### src/rtl/core/rrts_pkg.sv
// Package: sizes, request codes, payload types and helpers of the task slot manager.
package rrts_pkg;

  localparam int SLOTS        = 4;
  localparam int PAGE_BYTES   = 4096;
  localparam int SLOT_W       = (SLOTS > 1) ? $clog2(SLOTS) : 1;
  localparam int CNT_W        = $clog2(SLOTS + 1);
  localparam int SLOT_FIELD_W = 6;

  localparam logic [2:0] FUNC_SCHED   = 3'd0;
  localparam logic [2:0] FUNC_KCREATE = 3'd1;
  localparam logic [2:0] FUNC_UCREATE = 3'd2;
  localparam logic [2:0] FUNC_DESTROY = 3'd3;
  localparam logic [2:0] FUNC_FINISH  = 3'd4;

  typedef logic [SLOT_W-1:0]       slot_t;
  typedef logic [CNT_W-1:0]        cnt_t;
  typedef logic [SLOT_FIELD_W-1:0] slot_field_t;
  typedef logic [SLOT_FIELD_W:0]   slot_ext_t;
  typedef logic [15:0]             size_t;

  typedef struct packed {
    logic [2:0]  func;
    slot_field_t target_slot;
    logic        entry_present;
    logic        image_present;
    size_t       image_size;
    size_t       start_offset;
    logic        space_ok;
    logic        free_ok;
  } in_t;

  typedef struct packed {
    logic        ok;
    slot_field_t created_slot;
    slot_field_t next_task;
    logic        save_context;
    logic        next_is_user;
  } out_t;

  // round-robin successor
  function automatic slot_t slot_inc(input slot_t s);
    return (s == slot_t'(SLOTS - 1)) ? '0 : s + slot_t'(1);
  endfunction

endpackage

### src/rtl/core/round_robin_task_slot_manager_core.sv
// Task slot manager: runnable/user-space bits per slot, current slot, request sequencer.
//
// Usage:
//   Input channel in_valid/in_stall/in_data carries one request item (func and its
//   arguments); output channel out_valid/out_stall/out_data returns one result item
//   per request. cfg_we/cfg_wdata writes the enabled bit; the user must write it
//   only while idle, which the block itself does not enforce.
// Sequencing:
//   Destroy, finish, unused codes and requests that fail their first check
//   (scheduler disabled, bad create arguments) go from PROBE to TAIL; schedule and
//   create also pass through SCAN, which reads one slot bit per cycle through a
//   single shared index and compare. out_valid rises as TAIL loads the output
//   register. One request is in flight at a time: in_stall is high from the accept
//   until that load, and the next item is taken the cycle after it at the earliest.
// Reset:
//   Slot 0 runnable, all other bits clear, current slot 0, enabled set, no
//   result pending.
// Receiver stall:
//   A result held in the output register stays unchanged. A new request is still
//   taken, but its result waits in the sequencer until the register frees.
module round_robin_task_slot_manager_core (
  input  logic           clk,
  input  logic           rst,
  input  logic           in_valid,
  output logic           in_stall,
  input  rrts_pkg::in_t  in_data,
  output logic           out_valid,
  input  logic           out_stall,
  output rrts_pkg::out_t out_data,
  input  logic           cfg_we,
  input  logic           cfg_wdata
);

  typedef enum logic [3:0] {
    ST_IDLE  = 4'b0001,
    ST_PROBE = 4'b0010,
    ST_SCAN  = 4'b0100,
    ST_TAIL  = 4'b1000
  } state_t;

  state_t                    state;
  rrts_pkg::in_t             req;
  rrts_pkg::slot_t           idx;
  rrts_pkg::slot_t           cur;
  rrts_pkg::cnt_t            cnt;
  logic [rrts_pkg::SLOTS-1:0] runnable;
  logic [rrts_pkg::SLOTS-1:0] user_space;
  logic                      enabled;
  logic                      r_ok;
  logic                      r_save;
  rrts_pkg::slot_field_t     r_created;

  logic idx_runnable;
  logic idx_user;
  logic image_ok;
  logic create_ok;
  logic target_ok;
  logic last_step;
  logic out_free;

  assign in_stall     = (state != ST_IDLE);
  assign idx_runnable = runnable[idx];
  assign idx_user     = user_space[idx];
  assign last_step    = (cnt == rrts_pkg::cnt_t'(1));
  assign out_free     = !out_valid || !out_stall;

  assign image_ok = req.image_present && (req.image_size != '0) &&
                    (req.image_size <= rrts_pkg::size_t'(rrts_pkg::PAGE_BYTES)) &&
                    (req.start_offset < req.image_size);
  assign create_ok = enabled &&
                     ((req.func == rrts_pkg::FUNC_KCREATE) ? req.entry_present : image_ok);
  assign target_ok = (req.target_slot != '0) &&
                     (rrts_pkg::slot_ext_t'(req.target_slot) <
                      rrts_pkg::slot_ext_t'(rrts_pkg::SLOTS)) &&
                     (req.target_slot != rrts_pkg::slot_field_t'(cur));

  always_ff @(posedge clk) begin
    if (rst) begin
      state      <= ST_IDLE;
      cur        <= '0;
      runnable   <= {{(rrts_pkg::SLOTS-1){1'b0}}, 1'b1};
      user_space <= '0;
      enabled    <= 1'b1;
      out_valid  <= 1'b0;
    end else begin
      if (cfg_we) begin
        enabled <= cfg_wdata;
      end
      if (state == ST_TAIL && out_free) begin
        out_valid <= 1'b1;
      end else if (out_valid && !out_stall) begin
        out_valid <= 1'b0;
      end
      unique case (state)
        ST_IDLE: begin
          if (in_valid) begin
            req       <= in_data;
            r_ok      <= 1'b0;
            r_save    <= 1'b0;
            r_created <= '0;
            state     <= ST_PROBE;
            if (in_data.func == rrts_pkg::FUNC_DESTROY) begin
              idx <= in_data.target_slot[rrts_pkg::SLOT_W-1:0];
              cnt <= rrts_pkg::cnt_t'(rrts_pkg::SLOTS);
            end else if (in_data.func == rrts_pkg::FUNC_KCREATE ||
                         in_data.func == rrts_pkg::FUNC_UCREATE) begin
              idx <= rrts_pkg::slot_t'(1);
              cnt <= rrts_pkg::cnt_t'(rrts_pkg::SLOTS - 1);
            end else begin
              idx <= cur;
              cnt <= rrts_pkg::cnt_t'(rrts_pkg::SLOTS);
            end
          end
        end
        ST_PROBE: begin
          unique case (req.func)
            rrts_pkg::FUNC_SCHED: begin
              if (enabled) begin
                r_save <= idx_runnable;
                idx    <= rrts_pkg::slot_inc(idx);
                state  <= ST_SCAN;
              end else begin
                state <= ST_TAIL;
              end
            end
            rrts_pkg::FUNC_KCREATE, rrts_pkg::FUNC_UCREATE: begin
              if (create_ok) begin
                state <= ST_SCAN;
              end else begin
                idx   <= cur;
                state <= ST_TAIL;
              end
            end
            rrts_pkg::FUNC_DESTROY: begin
              if (enabled && target_ok && idx_runnable && (!idx_user || req.free_ok)) begin
                runnable[idx]   <= 1'b0;
                user_space[idx] <= 1'b0;
                r_ok            <= 1'b1;
              end
              idx   <= cur;
              state <= ST_TAIL;
            end
            rrts_pkg::FUNC_FINISH: begin
              runnable[idx] <= 1'b0;
              r_ok          <= 1'b1;
              state         <= ST_TAIL;
            end
            default: begin
              state <= ST_TAIL;
            end
          endcase
        end
        ST_SCAN: begin
          cnt <= cnt - rrts_pkg::cnt_t'(1);
          if (req.func == rrts_pkg::FUNC_SCHED) begin
            if (idx_runnable) begin
              cur   <= idx;
              r_ok  <= 1'b1;
              state <= ST_TAIL;
            end else if (last_step) begin
              r_ok  <= 1'b1;
              idx   <= cur;
              state <= ST_TAIL;
            end else begin
              idx <= rrts_pkg::slot_inc(idx);
            end
          end else begin
            if (!idx_runnable) begin
              if (req.func == rrts_pkg::FUNC_KCREATE || req.space_ok) begin
                runnable[idx]   <= 1'b1;
                user_space[idx] <= (req.func == rrts_pkg::FUNC_UCREATE);
                r_created       <= rrts_pkg::slot_field_t'(idx);
                r_ok            <= 1'b1;
              end
              idx   <= cur;
              state <= ST_TAIL;
            end else if (last_step) begin
              idx   <= cur;
              state <= ST_TAIL;
            end else begin
              idx <= rrts_pkg::slot_inc(idx);
            end
          end
        end
        ST_TAIL: begin
          if (out_free) begin
            out_data.ok           <= r_ok;
            out_data.created_slot <= r_created;
            out_data.next_task    <= rrts_pkg::slot_field_t'(cur);
            out_data.save_context <= r_save;
            out_data.next_is_user <= idx_user;
            state                 <= ST_IDLE;
          end
        end
        default: begin
          state <= ST_IDLE;
        end
      endcase
    end
  end

endmodule

### config.mk
export PLATFORM = sky130hd
export DESIGN_NAME = round_robin_task_slot_manager_core
export DESIGN_NICKNAME = d
export VERILOG_FILES = /design/src/rtl/core/rrts_pkg.sv /design/src/rtl/core/round_robin_task_slot_manager_core.sv
export SDC_FILE = /design/constraint.sdc
export NUM_CORES = 1
export LEC_CHECK = 0
export BUFFER_PORTS_ARGS = -buffer_cell sky130_fd_sc_hd__buf_2
export CAP_MARGIN = 40
export CORE_UTILIZATION = 36
export CTS_BUF_LIST = sky130_fd_sc_hd__clkbuf_16
export CTS_CLUSTER_SIZE = 12
export DETAILED_ROUTE_END_ITERATION = 16
export PLACE_DENSITY = 0.59
export REMOVE_ABC_BUFFERS = 1
export SETUP_SLACK_MARGIN = 0.05
export SYNTH_ARGS = -nofsm -noshare
export SYNTH_HDL_FRONTEND = slang
export SYNTH_SLANG_ARGS = --single-unit
### constraint.sdc
create_clock -name clk -period 7.7 [get_ports clk]
set_input_delay 1.155 -clock clk [delete_from_list [all_inputs] [get_ports clk]]
set_output_delay 1.155 -clock clk [all_outputs]
set_load 0.01 [all_outputs]
=== Word level (Yosys, flattened, before mapping) ===
Index checks and enable logic that the tools add are counted.

* Flip-flop bits (word level): 85
* Output and inout bits: 17

* Add/sub/neg operators: 2
* $lt $le $gt $ge: 5
* Equality and inequality tests: 33
* Muxes and demuxes: 65
* Bitwise gates (word level): 5
* Reductions and logical operators: 39

{| class="wikitable"
|+ Operators with widths
! operator !! count
|-
| two-way mux 4 bit || 17
|-
| case mux 4 bit (2 select lines) || 4
|-
| two-way mux 6 bit || 4
|-
| two-way mux 2 bit || 10
|-
| != test 2 bit (second input constant) || 9
|-
| != test 3 bit (second input constant) || 6
|-
| AND reduction 6 bit || 3
|-
| less-or-equal comparator 16 x 13 -> 1 bit (second input constant) || 1
|-
| < comparator 16 bit || 1
|-
| case mux 4 bit (4 select lines) || 1
|-
| nonzero test 16 bit || 1
|-
| two-way mux 1 bit || 15
|-
| equality test 3 x 2 -> 1 bit (second input constant) || 4
|-
| logical AND 1 bit || 12
|-
| case mux 2 bit (3 select lines) || 2
|-
| case mux 6 bit (2 select lines) || 1
|-
| AND reduction 3 bit || 4
|-
| equality test 3 x 1 -> 1 bit (second input constant) || 3
|-
| two-way mux 3 bit || 3
|-
| AND 4 bit || 2
|-
| AND reduction 8 bit || 1
|-
| nonzero test 2 bit || 4
|-
| AND reduction 7 bit || 1
|-
| < comparator 6 x 3 -> 1 bit (second input constant) || 1
|-
| other kinds (32) || 39
|}

=== Logic depth before layout (Yosys ltp) ===
Gate-level depths: netlist (run 1).

* Depth after elaboration: 9
* Gate-level depth with buffers: 8
* Depth with buffers taken out: 8

=== Worst setup path before layout (run 1) ===
No wires, ideal clock.

* Kind: input to register
* Start: input port rst
* End: register req[0] in the netlist's numbering, enable pin
* Arrival: 3.443 ns
* Data required time: 7.252 ns
* Path slack: 3.809 ns
* Cell stages on the path: 3
* Buffers on the path: 2
* Cells stage by stage: clkbuf_1 -> clkbuf_1 -> nor2_1

* Longest elaborated chain between the ends: 2

{| class="wikitable"
|+ RTL lines
! what !! line !! text
|-
| from (decl) || round_robin_task_slot_manager_core.sv:23 || <nowiki>input logic rst,</nowiki>
|-
| NOT 1 bit (no line) || n/a ||
|-
| AND reduction 3 bit (no line) || n/a ||
|-
| to (signal assigned) || round_robin_task_slot_manager_core.sv:97 || <nowiki>req <= in_data;</nowiki>
|-
| to (decl) || round_robin_task_slot_manager_core.sv:42 || <nowiki>rrts_pkg::in_t req;</nowiki>
|}

Every way passes these cells.
A chain may end at the register's enable or synchronous reset.

=== Worst setup path in the final report (run 1) ===
* Start: register idx[0]
* End: register r_ok, enable pin

* Longest elaborated chain between the ends: 7

{| class="wikitable"
|+ RTL lines
! what !! line !! text
|-
| from (decl) || round_robin_task_slot_manager_core.sv:43 || <nowiki>rrts_pkg::slot_t idx;</nowiki>
|-
| from (signal assigned) || round_robin_task_slot_manager_core.sv:103 || <nowiki>idx <= in_data.target_slot[rrts_pkg::SLOT_W-1:0];</nowiki>
|-
| from (signal assigned) || round_robin_task_slot_manager_core.sv:107 || <nowiki>idx <= rrts_pkg::slot_t'(1);</nowiki>
|-
| from (signal assigned) || round_robin_task_slot_manager_core.sv:110 || <nowiki>idx <= cur;</nowiki>
|-
| binary-select mux 1 bit (select 2 bit) || round_robin_task_slot_manager_core.sv:63 || <nowiki>assign idx_user = user_space[idx];</nowiki>
|-
| two-way mux 1 bit (not written as such) || round_robin_task_slot_manager_core.sv:63 ||
|-
| zero test 1 bit || round_robin_task_slot_manager_core.sv:135 || <nowiki>if (enabled && target_ok && idx_runnable && (!idx_user || req.free_ok)) begin</nowiki>
|-
| logical OR 1 bit || round_robin_task_slot_manager_core.sv:135 ||
|-
| logical AND 1 bit || round_robin_task_slot_manager_core.sv:135 ||
|-
| != test 3 bit (no line) || n/a ||
|-
| AND reduction 8 bit (no line) * || n/a ||
|-
| to (signal assigned) || round_robin_task_slot_manager_core.sv:138 || <nowiki>r_ok <= 1'b1;</nowiki>
|-
| to (signal assigned) || round_robin_task_slot_manager_core.sv:145 || <nowiki>r_ok <= 1'b1;</nowiki>
|-
| to (signal assigned) || round_robin_task_slot_manager_core.sv:158 || <nowiki>r_ok <= 1'b1;</nowiki>
|-
| to (decl) || round_robin_task_slot_manager_core.sv:49 || <nowiki>logic r_ok;</nowiki>
|}

Mark *: on every way between the ends. The rest lies on a longest branch, timed or not. The select of a mux whose other input is x is not followed.

==> run_results.csv, run 1 <==
group,metric,value,unit
critical_path,crit_chain,"mux4_2, o21ai_2, nor2_1, a2111oi_1",
synthesis,synth_edf_count,61,
synthesis,yosys.area.top_type,"edfxtp_1",
floorplan,die_h,102,microns
sta,rsz0062_at_grt,"false",
synthesis,syn_inst,290,
synthesis,yosys_warnings,0,
sta,slew_violations,0,
critical_path,crit_path_end,"r_ok",
grt,grt_use_met1,0.191,
clocking,insertion_delay,0.34,ns
synthesis,syn_area_per_cell,12.5,sq um
critical_path,worstSetupStartpointType,"register",
cells_and_area,drive_gt1_frac,0.245,
sta,tns,0,ns
critical_path,path_delay_family,"compound AO/OA/AOI/OAI gates",
drt,drt_wl_total,6980,microns
sta,tightestPinTransition,0.879,ns
cells_and_area,fin_area,0.00434,sq mm
synthesis,ys_types,62,
critical_path,cp.depth,4,
floorplan,ios,68,
critical_path,r2r_cells,4,
sta,fmax,415,MHz
hold_path,min_path_type,"reg2reg",
critical_path,critPathKind,"reg2reg",
sta,setup_viol,0,
clocking,cts_hold_buf,0,
clocking,clkSinkCount,77,
critical_path,worst_ep_arrival_time,2.41,ns
placement,place_area,0.00405,sq mm
sta,final_hold_viol_count,0,
clocking,clk_pin_slew_worst_paths,0.06,ns
cells_and_area,stdcell_count,492,
cells_and_area,utilization,0.444,
sta,slew_headroom,0.413,
drt,dr_total_vias,2456,
drt,via_per_inst,4.99,
drt,detail-route-antenna-nets,0,
drt,wl_per_cell,14.2,microns
critical_path,cp_slowest_stage_delay,0.66,ns
critical_path,end_kind,"register",
clocking,clk_path_buf_depth,2,
synthesis,synth_async_sr_flop_share,0,
synthesis,ys_seq_area_frac,0.592,
sta,period_minus_slack,2.41,ns
synthesis,syn-cell-area,0.00363,sq mm
synthesis,synth_seq_cells,77,
grt,grt_use_met3,0.0369,
critical_path,slowest_stage,"mux4_2",
floorplan,die_area,0.0105,sq mm
synthesis,synth_area_leaders,"edfxtp_1, dfxtp_1, ha_1",
critical_path,critPathMaxFanout,14,
clocking,cts_setup_buffers,0,
grt,grt_pass1_wl,11300,microns
clocking,cts_root_buffer,"clkbuf_16",
critical_path,critPathRequiredTime,7.70,ns
floorplan,rows,36,
power_and_ir_drop,cellLeakagePower,1.69,nW
sta,fin_crit_sh,0.313,
power_and_ir_drop,vdd_drop_max,0.134,mV
grt,grt-ovfl-total,0,
clocking,cts_buffers,9,
floorplan,core,0.00977,sq mm
power_and_ir_drop,power_density,217,mW/mm^2
grt,grt_pass1_vias,2310,
floorplan,die_w,102,microns
cells_and_area,fin_nets,426,
clocking,ctsResizeCount,0,
status,status,"complete, no violations",
placement,dp_cells,476,
synthesis,ys.flop_type,"edfxtp_1",
cells_and_area,num_antenna_cells,0,
run,drv_cap,0,
drt,initialDrtViolationCount,118,
critical_path,regToRegSetupSlack,5.29,ns
grt,grt_antenna_before_repair,0,
grt,grt_usage,0.147,
synthesis,netlist.area_leader.share,0.504,
floorplan,initial_core_util,0.372,
clocking,cts_tree,"done",
grt,grt_busiest_layer,"met2",
drt,firstDrtPassIters,4,
drt,route.detailed.drc,0,
placement,dp_hpwl,5160,microns
grt,grt_use_met2,0.226,
critical_path,worstSetupStartpoint,"idx[0]",
placement,gp_congestion,0.892,
cells_and_area,area_delta_synth_final,19.4,%
critical_path,worstReg2RegStart,"idx[0]",
grt,grt_max_degree,46,
critical_path,r2r-end,"r_ok",
placement,place.port_buffers,59,
critical_path,path_buf_inv,0,
sta,final.setup_skew,0.00899,ns
clocking,htreeDepth,3,
-- sequential cells by signal, summed over array words and instances, names as in the netlist, named ones only --
signal and flops:
req 45, out_valid 1, cur 2, cnt 3, r_created 2, r_ok 1, enabled 1, r_save 1
idx 2, out_data 7, state 4, user_space 4
-- layout make-up --
type / count / area [sq um]
flip-flops and latches: 77 / 2150
multi-input cells: 184 / 1350
fillers: 915 / 5440
inverters: 22 / 82.6
repair buffers: 60 / 303
clock buffers: 9 / 225
clock inverters: 7 / 60.1
well taps: 133 / 166
-- power breakdown --
part | internal [mW] | switching (mW)
Combinational | 0.0270 | 0.0358
Clock | 0.247 | 0.156
Sequential | 0.466 | 0.00874
Total | 0.740 | 0.200
-- synthesized netlist by cell type (5+ instances only) --
master and number:
edfxtp_1 61, clkbuf_1 5, o21ai_1 6, nand3_1 14, dfxtp_1 16, or3_1 5
inv_1 20, nand2_1 8, o21ai_0 9, nand2b_1 6, buf_4 8, a21oi_1 16
ha_1 21, nor2_1 20
-- cells in the final DEF, fill, tap and decap left out, drive strengths merged, types with 4 or more instances in the layout --
| cell | n |
|---|---|
| nor4 | 4 |
| a21boi | 4 |
| nand3 | 15 |
| nor3 | 4 |
| a21oi | 16 |
| nand2b | 7 |
| nor2 | 20 |
| edfxtp | 61 |
| dfxtp | 16 |
| a32o | 4 |
| inv | 24 |
| or3 | 5 |
| conb | 8 |
| o21ai | 16 |
| nand2 | 8 |
| buf | 60 |
| ha | 21 |
| mux2i | 4 |
| clkbuf | 9 |
-- cells by family after synthesis --
logic type | share of synthesized area
fa+ha+maj | 0.0723
xor+xnor | 0.00964
other cells | 0.00103
mux | 0.0265
compound gates | 0.125
flops | 0.592
buf+inv | 0.0458
simple gates | 0.127
-- metrics by stage --
| stage | hold slack, ns | power, mW | worst slack [ns] |
|---|---|---|---|
| finish | 0.423 | 0.940 | 5.29 |
| global placement | 0.409 | 0.544 | 5.17 |
| floorplan | 0.400 | 0.518 | 4.00 |
| detailed placement | 0.405 | 0.546 | 5.16 |
| CTS | 0.424 | 0.947 | 5.30 |
| global route | 0.434 | 0.975 | 5.07 |
-- how the worst min path moves through the flow --
stage	from	to	depth (start not counted)
after floorplan	r_ok	out_data[14]	0
after global placement	r_created[1]	out_data[9]	0
after detailed placement	r_created[1]	out_data[9]	0
after CTS	r_save	out_data[1]	0
after global routing	r_created[1]	out_data[9]	0
final	r_save	out_data[1]	0
-- per-layer routing --
metal  part of all wire  vias up
li1                   -     1205
met1               0.46     1162
met2               0.47       76
met3              0.058       13
met4              0.019        0
met5                  0        -
(Power assumes the default switching activity.)
==> inputs of run 2 (changes only) <==
PLACE_DENSITY = 0.61   (was 0.59)
clock period = 2.2 ns   (was 7.7 ns; I/O delays follow)
==> run 2 against run 1 <==
Compared with the run above:
- setup slack got worse by 5.2 ns
- non-clock buffer count up 25
- first-iteration DRC count up 18%
- wire length increased by 2.0%
- clock-buffer cell count unchanged
- critical path depth up 3
- clock power grew to 3.5 times the previous value
- critical path type unchanged
==> run_results.csv, run 2 (synthesized netlist as in run 1, its figures left out) <==
group,metric,value,unit
status,status,"complete, no violations",
clocking,clk_path_buf_depth,2,
cells_and_area,final_cell_mix,"edfxtp_1, buf_2, buf_4",
power_and_ir_drop,power_density,720,mW/mm^2
critical_path,cp_slowest_stage_delay,0.42,ns
critical_path,critPathRequiredTime,2.24,ns
clocking,cts_root_buffer,"clkbuf_16",
clocking,clkSinkCount,77,
cells_and_area,area_delta_synth_final,26.7,%
run,drv_cap,0,
cells_and_area,largest_register_ffs,45,
cells_and_area,layout_commonest_cell,"edfxtp_1",
cells_and_area,fin_area,0.00460,sq mm
placement,place.port_buffers,59,
drt,dr_total_vias,2490,
power_and_ir_drop,vdd_drop_max,0.520,mV
drt,via_per_inst,4.82,
power_and_ir_drop,power.total,3.31,mW
grt,grt_max_degree,46,
clocking,htreeDepth,3,
cells_and_area,num_antenna_cells,0,
cells_and_area,utilization,0.471,
critical_path,crit_chain,"ha_4, o211ai_1, o21ai_1, a2111oi_2, o211a_1, a221o_1, a21oi_2",
clocking,cts_hold_buf,0,
hold_path,min_path_type,"in2reg",
critical_path,slowest_stage,"edfxtp_1",
grt,grt_pass1_vias,2352,
floorplan,die_w,102,microns
drt,wl_per_cell,13.8,microns
floorplan,die_h,102,microns
cells_and_area,reg_top3,"req: 45 flops, out_data: 7 flops",
sta,final.setup_skew,0.00832,ns
sta,period_minus_slack,2.11,ns
sta,final_hold_viol_count,0,
critical_path,path_buf_inv,0,
drt,initialDrtViolationCount,139,
floorplan,die_area,0.0105,sq mm
grt,grt_usage,0.148,
sta,rsz0062_at_grt,"true",
clocking,clk_pin_slew_worst_paths,0.06,ns
cells_and_area,drive_gt1_frac,0.323,
drt,route.detailed.drc,0,
placement,gp_congestion,0.868,
clocking,cts_tree,"done",
drt,firstDrtPassIters,4,
drt,drt_wl_total,7130,microns
grt,grt_antenna_before_repair,0,
critical_path,critPathKind,"reg2reg",
power_and_ir_drop,cellLeakagePower,1.82,nW
floorplan,ios,68,
drt,detail-route-antenna-nets,0,
sta,setup_viol,0,
placement,place_area,0.00425,sq mm
sta,fin_hold_ws,0.160,ns
sta,fmax,475,MHz
sta,fin_crit_sh,0.958,
sta,tns,0,ns
clocking,cts_buffers,9,
cells_and_area,fill_cells,916,
floorplan,core,0.00977,sq mm
critical_path,end_kind,"register",
sta,slew_violations,0,
grt,grt-ovfl-total,0,
critical_path,critPathMaxFanout,3,
cells_and_area,fin_nets,451,
cells_and_area,regMostFlops,"req",
critical_path,path_delay_family,"compound AO/OA/AOI/OAI gates",
clocking,insertion_delay,0.34,ns
placement,dp_hpwl,5340,microns
cells_and_area,regArea,0.00215,sq mm
grt,grt_pass1_wl,11200,microns
floorplan,initial_core_util,0.372,
critical_path,worstSetupStartpointType,"register",
floorplan,rows,36,
cells_and_area,multi_input_area,0.00142,sq mm
critical_path,worst_ep_arrival_time,2.15,ns
[run 2: worst register-to-register path, stage by stage (launching register included)]
cell and delay, ns:
edfxtp_1 0.42, ha_4 0.30, o211ai_1 0.08, o21ai_1 0.18, a2111oi_2 0.10, o211a_1 0.26, a221o_1 0.31, a21oi_2 0.15
[run 2: per-stage QoR]
step	setup WS, ns	std cells
floorplan	-0.869	283
global placement	-0.0738	500
detailed placement	-0.0933	500
CTS	0.0508	516
global route	-0.0143	517
finish	0.0931	517
[run 2: timing repair]
action	4_1_cts	5_1_grt
gates resized for setup	8	8
buffers inserted	0	1
endpoints found under the setup margin	4	11
pin swaps	1	12
[run 2: layout make-up]
cell class | instances | area share
sequential | 77 | 0.468
multi-input combinational | 184 | 0.308
timing repair buffer | 85 | 0.109
clock buffer | 9 | 0.0489
tap | 133 | 0.0362
inverter | 22 | 0.0179
clock inverter | 7 | 0.0122
[run 2: path summary, 6_finish.rpt]
check	from	end	slack [ns]	depth (start not counted)
setup reg to reg	req[5]	idx[0]	0.09	7
setup / recovery	req[5]	idx[0]	0.09	7
hold / removal	in_data[4]	req[4]	0.16	1
hold reg to reg	r_created[0]	out_data[8]	0.42	0
[run 2: routing by layer]
metal,routed length (microns),vias to the layer above,GRT usage
met2,3440,61,0.239
met4,187,0,0.0791
li1,-,1262,-
met1,3230,1154,0.181
met5,0,-,0
met3,269,13,0.0390
[run 2: where the power goes]
group | internal [mW] | switching [mW]
Sequential | 1.63 | 0.0265
Clock | 0.779 | 0.622
Combinational | 0.118 | 0.140
==> inputs of run 3 (changes only) <==
CAP_MARGIN = unset   (was 40)
CELL_PAD_IN_SITES_DETAIL_PLACEMENT = 0   (was unset)
CELL_PAD_IN_SITES_GLOBAL_PLACEMENT = 2   (was unset)
CORE_UTILIZATION = 33   (was 36)
PLACE_DENSITY = 0.78   (was 0.61)
==> run 3 against run 2 <==
Compared with the run above:
- critical path depth is 2 higher
- design area is 0.22% higher
- critical path type unchanged
- hold slack better by 0.0081 ns
==> run_results.csv, run 3 (synthesized netlist as in run 1, its figures left out) <==
group,metric,value,unit
grt,grt-ovfl-total,0,
power_and_ir_drop,cellLeakagePower,1.83,nW
grt,grt_pass1_vias,2632,
power_and_ir_drop,power_density,737,mW/mm^2
cells_and_area,largest_register_ffs,45,
cells_and_area,final_cell_mix,"edfxtp_1, buf_2, buf_4",
sta,slew_violations,0,
power_and_ir_drop,vdd_drop_max,0.429,mV
sta,final.setup_skew,0.00569,ns
drt,dr_total_vias,2504,
drt,route.detailed.drc,0,
grt,grt_usage,0.150,
critical_path,critPathMaxFanout,3,
run,drv_cap,0,
floorplan,rows,37,
drt,initialDrtViolationCount,132,
clocking,clkSinkCount,77,
cells_and_area,area_delta_synth_final,26.9,%
cells_and_area,stdcell_count,520,
grt,grt_pass1_wl,12800,microns
drt,firstDrtPassIters,5,
drt,drt_wl_total,7760,microns
sta,fmax,461,MHz
placement,place_ws,-0.0774,ns
status,status,"complete, no violations",
critical_path,critPathRequiredTime,2.29,ns
critical_path,cp_slowest_stage_delay,0.34,ns
clocking,cts_hold_buf,0,
drt,via_per_inst,4.82,
critical_path,path_buf_inv,2,
clocking,clk_pin_slew_worst_paths,0.06,ns
drt,detail-route-antenna-nets,0,
cells_and_area,num_antenna_cells,0,
critical_path,critPathKind,"reg2reg",
sta,fin_hold_ws,0.169,ns
sta,fin_crit_sh,0.985,
clocking,insertion_delay,0.33,ns
grt,grt_max_degree,46,
critical_path,worstSetupStartpointType,"register",
sta,final_hold_viol_count,0,
placement,dp_hpwl,5810,microns
floorplan,initial_core_util,0.346,
placement,place.port_buffers,59,
clocking,cts_root_buffer,"clkbuf_16",
sta,worst_slack,0.0322,ns
sta,rsz0062_at_grt,"true",
clocking,cts_buffers,9,
cells_and_area,layout_commonest_cell,"edfxtp_1",
placement,gp_congestion,0.837,
cells_and_area,reg_top3,"req: 45 flops, out_data: 7 flops",
critical_path,crit_chain,"inv_1, ha_1, a21o_1, a21o_1, a2111oi_4, buf_4, o211a_1, a221o_1, a21oi_2",
critical_path,worst_ep_arrival_time,2.26,ns
clocking,cts_tree,"done",
floorplan,die_h,107,microns
drt,wl_per_cell,14.9,microns
cells_and_area,fin_nets,451,
clocking,clk_path_buf_depth,2,
cells_and_area,regMostFlops,"req",
floorplan,die_area,0.0114,sq mm
critical_path,path_delay_family,"compound AO/OA/AOI/OAI gates",
sta,period_minus_slack,2.17,ns
hold_path,hp-start,"in_data[3]",
hold_path,min_path_type,"in2reg",
grt,grt_antenna_before_repair,0,
cells_and_area,fill_cells,982,
floorplan,core,0.0105,sq mm
clocking,htreeDepth,3,
critical_path,slowest_stage,"edfxtp_1",
sta,setup_viol,0,
critical_path,worst_path_most_repeated_cell,"a21o_1",
floorplan,die_w,107,microns
placement,dp_cells,501,
critical_path,worstReg2RegStart,"req[31]",
floorplan,ios,68,
critical_path,worstSetupStartpoint,"req[31]",
cells_and_area,drive_gt1_frac,0.318,
cells_and_area,utilization,0.439,
critical_path,end_kind,"register",
[run 3: cell count changes in the layout (fill, tap and decap cells not counted), moves of 2 or more]
cell        before  now
clkinv_4         0    3
inv_6            3    0
clkinvlp_4       2    0
o21ai_2          4    2
[run 3: worst register-to-register path, delay by kind of cell (launching register included)]
kind            cells  cell delay, ns
flops               1            0.34
buf+inv             2            0.21
fa+ha+maj           1            0.30
compound gates      6            1.09
[run 3: worst paths after layout]
check	end	slack, ns	cells past startpoint
worst max-delay path	idx[1]	0.03	9
worst min-delay path	req[3]	0.17	1
worst max register to register	idx[1]	0.03	9
worst min register to register	out_data[8]	0.42	0
[run 3: what timing repair did]
action / CTS / global route
setup endpoints to repair: 4 / 9
setup buffers: 1 / 2
pin swaps: 7 / 11
gates resized for setup: 10 / 4
[run 3: cell type report]
cell class | count | area (sq um) | share of cell area
clock inverters | 7 | 76.3 | 0.0165
repair buffers | 85 | 507 | 0.110
flip-flops and latches | 77 | 2150 | 0.467
well taps | 136 | 170 | 0.0369
multi-input cells | 184 | 1400 | 0.303
clock buffers | 9 | 225 | 0.0488
inverters | 22 | 82.6 | 0.0179
[run 3: routing by layer]
| metal | vias to the layer above | wire (microns) | part of all wire | GRT usage |
|---|---|---|---|---|
| met2 | 67 | 3730 | 0.48 | 0.243 |
| met4 | 0 | 169 | 0.022 | 0.0636 |
| met1 | 1169 | 3550 | 0.46 | 0.193 |
| li1 | 1256 | - | - | - |
| met3 | 12 | 299 | 0.039 | 0.0334 |
| met5 | - | 0 | 0 | 0 |
[run 3: power breakdown]
group	total (mW)	switching, mW	internal [mW]
clock	1.48	0.597	0.886
combinational	0.261	0.144	0.117
sequential	1.66	0.0274	1.63
total	3.40	0.768	2.63
[run 3: through the flow]
stage               setup TNS [ns]  total power [mW]  cell area, sq um
finish                           0              3.40              4610
CTS                              0              3.44              4580
floorplan                   -39.12              1.81              3580
detailed placement          -0.181              1.94              4230
global route                -0.133              3.54              4610
global placement            -0.267              1.93              4230
